$ cat src/rtl/core/trlt_pkg.sv
`default_nettype none
package trlt_pkg;

   localparam int TABLE_DEPTH = 64;
   localparam int ID_BITS = 16;
   localparam int STAMP_BITS = 38;
   localparam int COUNT_BITS = $clog2(TABLE_DEPTH + 1);

   localparam logic CMD_STORE = 1'b0;
   localparam logic CMD_RETRIEVE = 1'b1;

   typedef enum logic [1:0] {
      ST_OK       = 2'd0,
      ST_REPLACED = 2'd1,
      ST_DROPPED  = 2'd2
   } status_type;

   localparam logic [2:0] G_YEAR = 3'd0;
   localparam logic [2:0] G_MONTH = 3'd1;
   localparam logic [2:0] G_DAY = 3'd2;
   localparam logic [2:0] G_HOUR = 3'd3;
   localparam logic [2:0] G_MINUTE = 3'd4;

   localparam logic [STAMP_BITS-1:0] LOW_FILL = (38'd1 << 22) | (38'd1 << 17);
   localparam logic [STAMP_BITS-1:0] HIGH_FILL = (38'd12 << 22) | (38'd31 << 17)
      | (38'd23 << 12) | (38'd59 << 6) | 38'd59;

   typedef enum logic {
      BK_IDLE,
      BK_SCAN
   } back_state_type;

   typedef struct packed {
      logic                  op;
      logic [ID_BITS-1:0]    id;
      logic [STAMP_BITS-1:0] lo;
      logic [STAMP_BITS-1:0] hi;
   } cmd_type;

   typedef struct packed {
      logic [ID_BITS-1:0] id;
      logic               matched;
      logic               last;
      status_type         status;
   } rsp_type;

   function automatic logic [STAMP_BITS-1:0] keep_mask(input logic [2:0] g);
      logic [STAMP_BITS-1:0] m;
      case (g)
         G_YEAR:   m = 38'h3FFC000000;
         G_MONTH:  m = 38'h3FFFC00000;
         G_DAY:    m = 38'h3FFFFE0000;
         G_HOUR:   m = 38'h3FFFFFF000;
         G_MINUTE: m = 38'h3FFFFFFFC0;
         default:  m = 38'h3FFFFFFFFF;
      endcase
      return m;
   endfunction

endpackage
`default_nettype wire

$ cat src/rtl/core/trlt_front.sv
`default_nettype none
module trlt_front (
   input  wire logic                           clock,
   input  wire logic                           reset,
   input  wire logic                           req_push,
   output logic                                req_full,
   input  wire logic                           req_cmd,
   input  wire logic [trlt_pkg::ID_BITS-1:0]   req_entry_id,
   input  wire logic [trlt_pkg::STAMP_BITS-1:0] req_start_time,
   input  wire logic [trlt_pkg::STAMP_BITS-1:0] req_end_time,
   input  wire logic [2:0]                     req_granularity,
   output logic                                cmd_valid,
   output trlt_pkg::cmd_type                   cmd_head,
   input  wire logic                           cmd_take
);
   import trlt_pkg::*;

   cmd_type          q_ff [2];
   logic             wr_ff, wr_in, rd_ff, rd_in;
   logic [1:0]       cnt_ff, cnt_in;
   cmd_type          entry;
   logic [STAMP_BITS-1:0] km;
   logic             do_push, do_pop;

   always_comb begin
      km = keep_mask(req_granularity);
      entry.op = req_cmd;
      entry.id = req_entry_id;
      if (req_cmd == CMD_STORE) begin
         entry.lo = req_start_time;
         entry.hi = req_end_time;
      end else begin
         entry.lo = (req_start_time & km) | (LOW_FILL & ~km);
         entry.hi = (req_end_time & km) | (HIGH_FILL & ~km);
      end
      req_full = (cnt_ff == 2'd2);
      cmd_valid = (cnt_ff != 2'd0);
      cmd_head = q_ff[rd_ff];
      do_push = req_push && !req_full;
      do_pop = cmd_take && cmd_valid;
      wr_in = wr_ff ^ do_push;
      rd_in = rd_ff ^ do_pop;
      cnt_in = cnt_ff + {1'b0, do_push} - {1'b0, do_pop};
   end

   always_ff @(posedge clock) begin
      if (reset) begin
         wr_ff <= 1'b0;
         rd_ff <= 1'b0;
         cnt_ff <= 2'd0;
      end else begin
         wr_ff <= wr_in;
         rd_ff <= rd_in;
         cnt_ff <= cnt_in;
      end
      if (do_push) begin
         q_ff[wr_ff] <= entry;
      end
   end

endmodule
`default_nettype wire

$ cat config.mk
export PLATFORM = sky130hd
export DESIGN_NAME = trlt_front
export DESIGN_NICKNAME = d
export VERILOG_FILES = /design/src/rtl/core/trlt_pkg.sv /design/src/rtl/core/trlt_front.sv
export SDC_FILE = /design/constraint.sdc
export NUM_CORES = 1
export LEC_CHECK = 0
export CAP_MARGIN = 25
export CORE_MARGIN = 4
export CORE_UTILIZATION = 35
export CTS_BUF_LIST = sky130_fd_sc_hd__clkbuf_16
export CTS_CLUSTER_DIAMETER = 100
export DETAILED_ROUTE_END_ITERATION = 8
export DONT_BUFFER_PORTS = 1
export GPL_TIMING_DRIVEN = 1
export PLACE_DENSITY_LB_ADDON = 0.12
export SYNTH_ARGS = -nofsm -noshare
export SYNTH_HDL_FRONTEND = slang
export SYNTH_SLANG_ARGS = --single-unit
$ cat constraint.sdc
create_clock -name clock -period 4.65 [get_ports clock]
set_input_delay 0.465 -clock clock [delete_from_list [all_inputs] [get_ports clock]]
set_output_delay 0.465 -clock clock [all_outputs]
set_load 0.005 [all_outputs]
==> flow_summary.ini <==
[global_routing]
grt_pass1_wl_um = 20700
grt_start_max_net_pins = 68
grt_pass1_vias = 3493
grt_usage = 0.116
grt_overflow = 0
antenna_found_initial = 3

[floorplanning]
rows = 53
design.die.area_um2 = 24100
core-area_um2 = 21200
die_w_um = 155
io_pins = 195
dieHeight_um = 155
start_util = 0.359

[timing]
skew_ns = 0.00687
rsz0062_at_grt = no
fin_hold_ws_ns = 0.105
max_freq_mhz = 387
slew_headroom = 0.334
setup_viol = 0
hold_violations = 0
period_needed_ns = 2.58
fin_crit_sh = 0.555
slew_viol_final = 0
tightest_slew_ns = 0.999
postLayoutSetupSlackWorst_ns = 2.07
fin_setup_tns_ns = 0

[cts]
htree_levels = 4
clock_latency_ns = 0.42
numCtsBuffers = 17
clkTransAtPathRegs_ns = 0.07
cts_resized = 0
clock_path_buffers = 2
cts_setup_buffers = 0
holdBufCountCts = 0
cts_sinks = 190
cts-root-buf = clkbuf_16
cts_tree = yes

[pwr]
seqPwrFrac = 0.505
internal-power_mw = 3.34
p_per_area_nw_per_um2 = 533
switching_power_mw = 1.18
clockPowerShare = 0.313
p_leak_nw = 2.88
comb_power_share = 0.181
peakVddDrop_mv = 0.223
switching_share = 0.260

[route]
initialDrtViolationCount = 163
post_drt_via_cell_ratio = 4.82
vias = 3240
routed_wl_um = 14100
drt_first_pass_iters = 4
ant_nets = 0
drcViolationCount = 0
wl_per_cell_um = 21.0

[critical_path]
cp.required_ns = 4.18
cp_max_fo = 52
startpoint_type = flop
cp.arrival_ns = 2.12
end_kind = primary output
crit_type = flop to primary output

[synth]
syn_inst = 375
synth.avg_cell_area_um2 = 20.3
synth_mux_area_frac = 0.164
syn-num-nets = 479
ys_types = 23
yosys_register_bits = 190
synth_fa_ha_area_frac = 0.00659
synth_xor_area_frac = 0.00297
synth_compound_area_frac = 0.0239
synth.cell_area_um2 = 7590
ys_seq_area_frac = 0.746
ys_warn_count = 0
synth_top_family_by_area = multiplexers
synthSimpleGateAreaFrac = 0.0386

[run]
max_cap_viol_count = 0

[placed_design]
place_congestion = 0.693
port_buffers = 0
post-place-ws_ns = 2.27
hpwl_um = 9310

[run_status]
run_status = finished clean

[final_layout]
nets = 488
post_route_cells_drive_above_1_share = 0.369
area_delta_synth_final_pct = 11.6
fill_cells = 1901

[hold_path]
hold_class = input pin to flop
## layer usage
metal / wire, um / GRT usage
met3: 1770 / 0.0757
met1: 5260 / 0.126
met4: 105 / 0.0350
met5: 21 / 0
met2: 6940 / 0.187
## worst max-delay path, cell delays in order (launching register included)
cell and delay, ns:
dfxtp_4 0.82, buf_12 0.41, mux2_2 0.41
## metrics by stage
stage               total power, mW  instance area (um^2)  instances   util
floorplan                      3.00                  7590        375      -
global placement               3.17                  7890        640  0.373
detailed placement             3.18                  7890        640  0.373
CTS                            4.61                  8470        671  0.400
global route                   4.76                  8470        672  0.401
finish                         4.52                  8470        672  0.401
## flip-flops by register name, summed over array words and instances, names as in the netlist
| register | cells |
|---|---|
| q_ff | 186 |
| wr_ff | 1 |
| rd_ff | 1 |
| cnt_ff | 2 |
## cells in the final DEF (no fill, tap or decap)
| cell | count |
|---|---|
| mux2_2 | 44 |
| bufinv_16 | 1 |
| nor2b_1 | 12 |
| xnor3_1 | 1 |
| clkinv_2 | 1 |
| clkinvlp_4 | 1 |
| buf_12 | 1 |
| nor4b_4 | 1 |
| buf_4 | 4 |
| ha_4 | 2 |
| nor3b_4 | 1 |
| and2_1 | 8 |
| inv_8 | 3 |
| clkbuf_16 | 17 |
| nand2b_1 | 7 |
| nand2_1 | 2 |
| clkinv_4 | 4 |
| o21ai_2 | 1 |
| a21boi_0 | 13 |
| diode_2 | 1 |
| nor2_1 | 3 |
| dfxtp_4 | 1 |
| or2_2 | 10 |
| dfxtp_1 | 3 |
| ha_1 | 2 |
| edfxtp_1 | 186 |
| o21a_1 | 1 |
| inv_6 | 3 |
| clkinv_8 | 1 |
| mux2_4 | 50 |
| a21o_1 | 9 |
| inv_1 | 3 |
## power by group through the flow
stage / clock, mW / sequential [mW] / combinational, mW
after floorplan: 0 / 2.28 / 0.723
after detailed placement: 0 / 2.33 / 0.852
after global routing: 1.54 / 2.31 / 0.897
final: 1.42 / 2.28 / 0.819
after global placement: 0 / 2.32 / 0.848
after CTS: 1.46 / 2.29 / 0.857
## worst paths after layout
| kind | from | endpoint | slack, ns | cells after the start |
|---|---|---|---|---|
| setup / recovery | rd_ff | cmd_head[23] | 2.07 | 2 |
| hold / removal | reset | wr_ff | 0.10 | 1 |
| setup reg to reg | cnt_ff[0] | q_ff[1][40] | 2.33 | 4 |
| hold reg to reg | wr_ff | wr_ff | 0.64 | 3 |
## cell usage after synthesis, drive strengths merged
cell / number / area share
o21a: 1 / 0.00099
nor2b: 12 / 0.0099
buf: 14 / 0.016
a21o: 9 / 0.0089
clkbuf: 1 / 0.00049
nand2b: 7 / 0.0058
nor2: 3 / 0.0015
xnor3: 1 / 0.0030
a21boi: 13 / 0.013
or2: 10 / 0.0082
nor4b: 1 / 0.0031
edfxtp: 186 / 0.74
dfxtp: 4 / 0.011
ha: 4 / 0.0066
nor3b: 1 / 0.0025
mux2: 94 / 0.16
o21ai: 1 / 0.0012
inv: 3 / 0.0015
nand2: 2 / 0.00099
and2: 8 / 0.0066
## layout make-up
class / instances / area (um^2) / share of cell area
Clock inverter: 14 / 154 / 0.0182
Antenna cell: 1 / 2.50 / 0.000295
Sequential cell: 190 / 5670 / 0.669
Inverter: 3 / 11.3 / 0.00133
Timing Repair Buffer: 5 / 50.0 / 0.00591
Clock buffer: 17 / 425 / 0.0502
Tap cell: 275 / 344 / 0.0406
Multi-Input combinational cell: 167 / 1820 / 0.215
## logic make-up after synthesis
| family | Yosys count |
|---|---|
| AND/OR/NAND/NOR | 44 |
| buffers and inverters | 18 |
| flip-flops | 190 |
| XOR/XNOR | 1 |
| adder cells (fa/ha/maj) | 4 |
| multiplexers | 94 |
| AO/OA/AOI/OAI | 24 |
(Power assumes the default switching activity.)
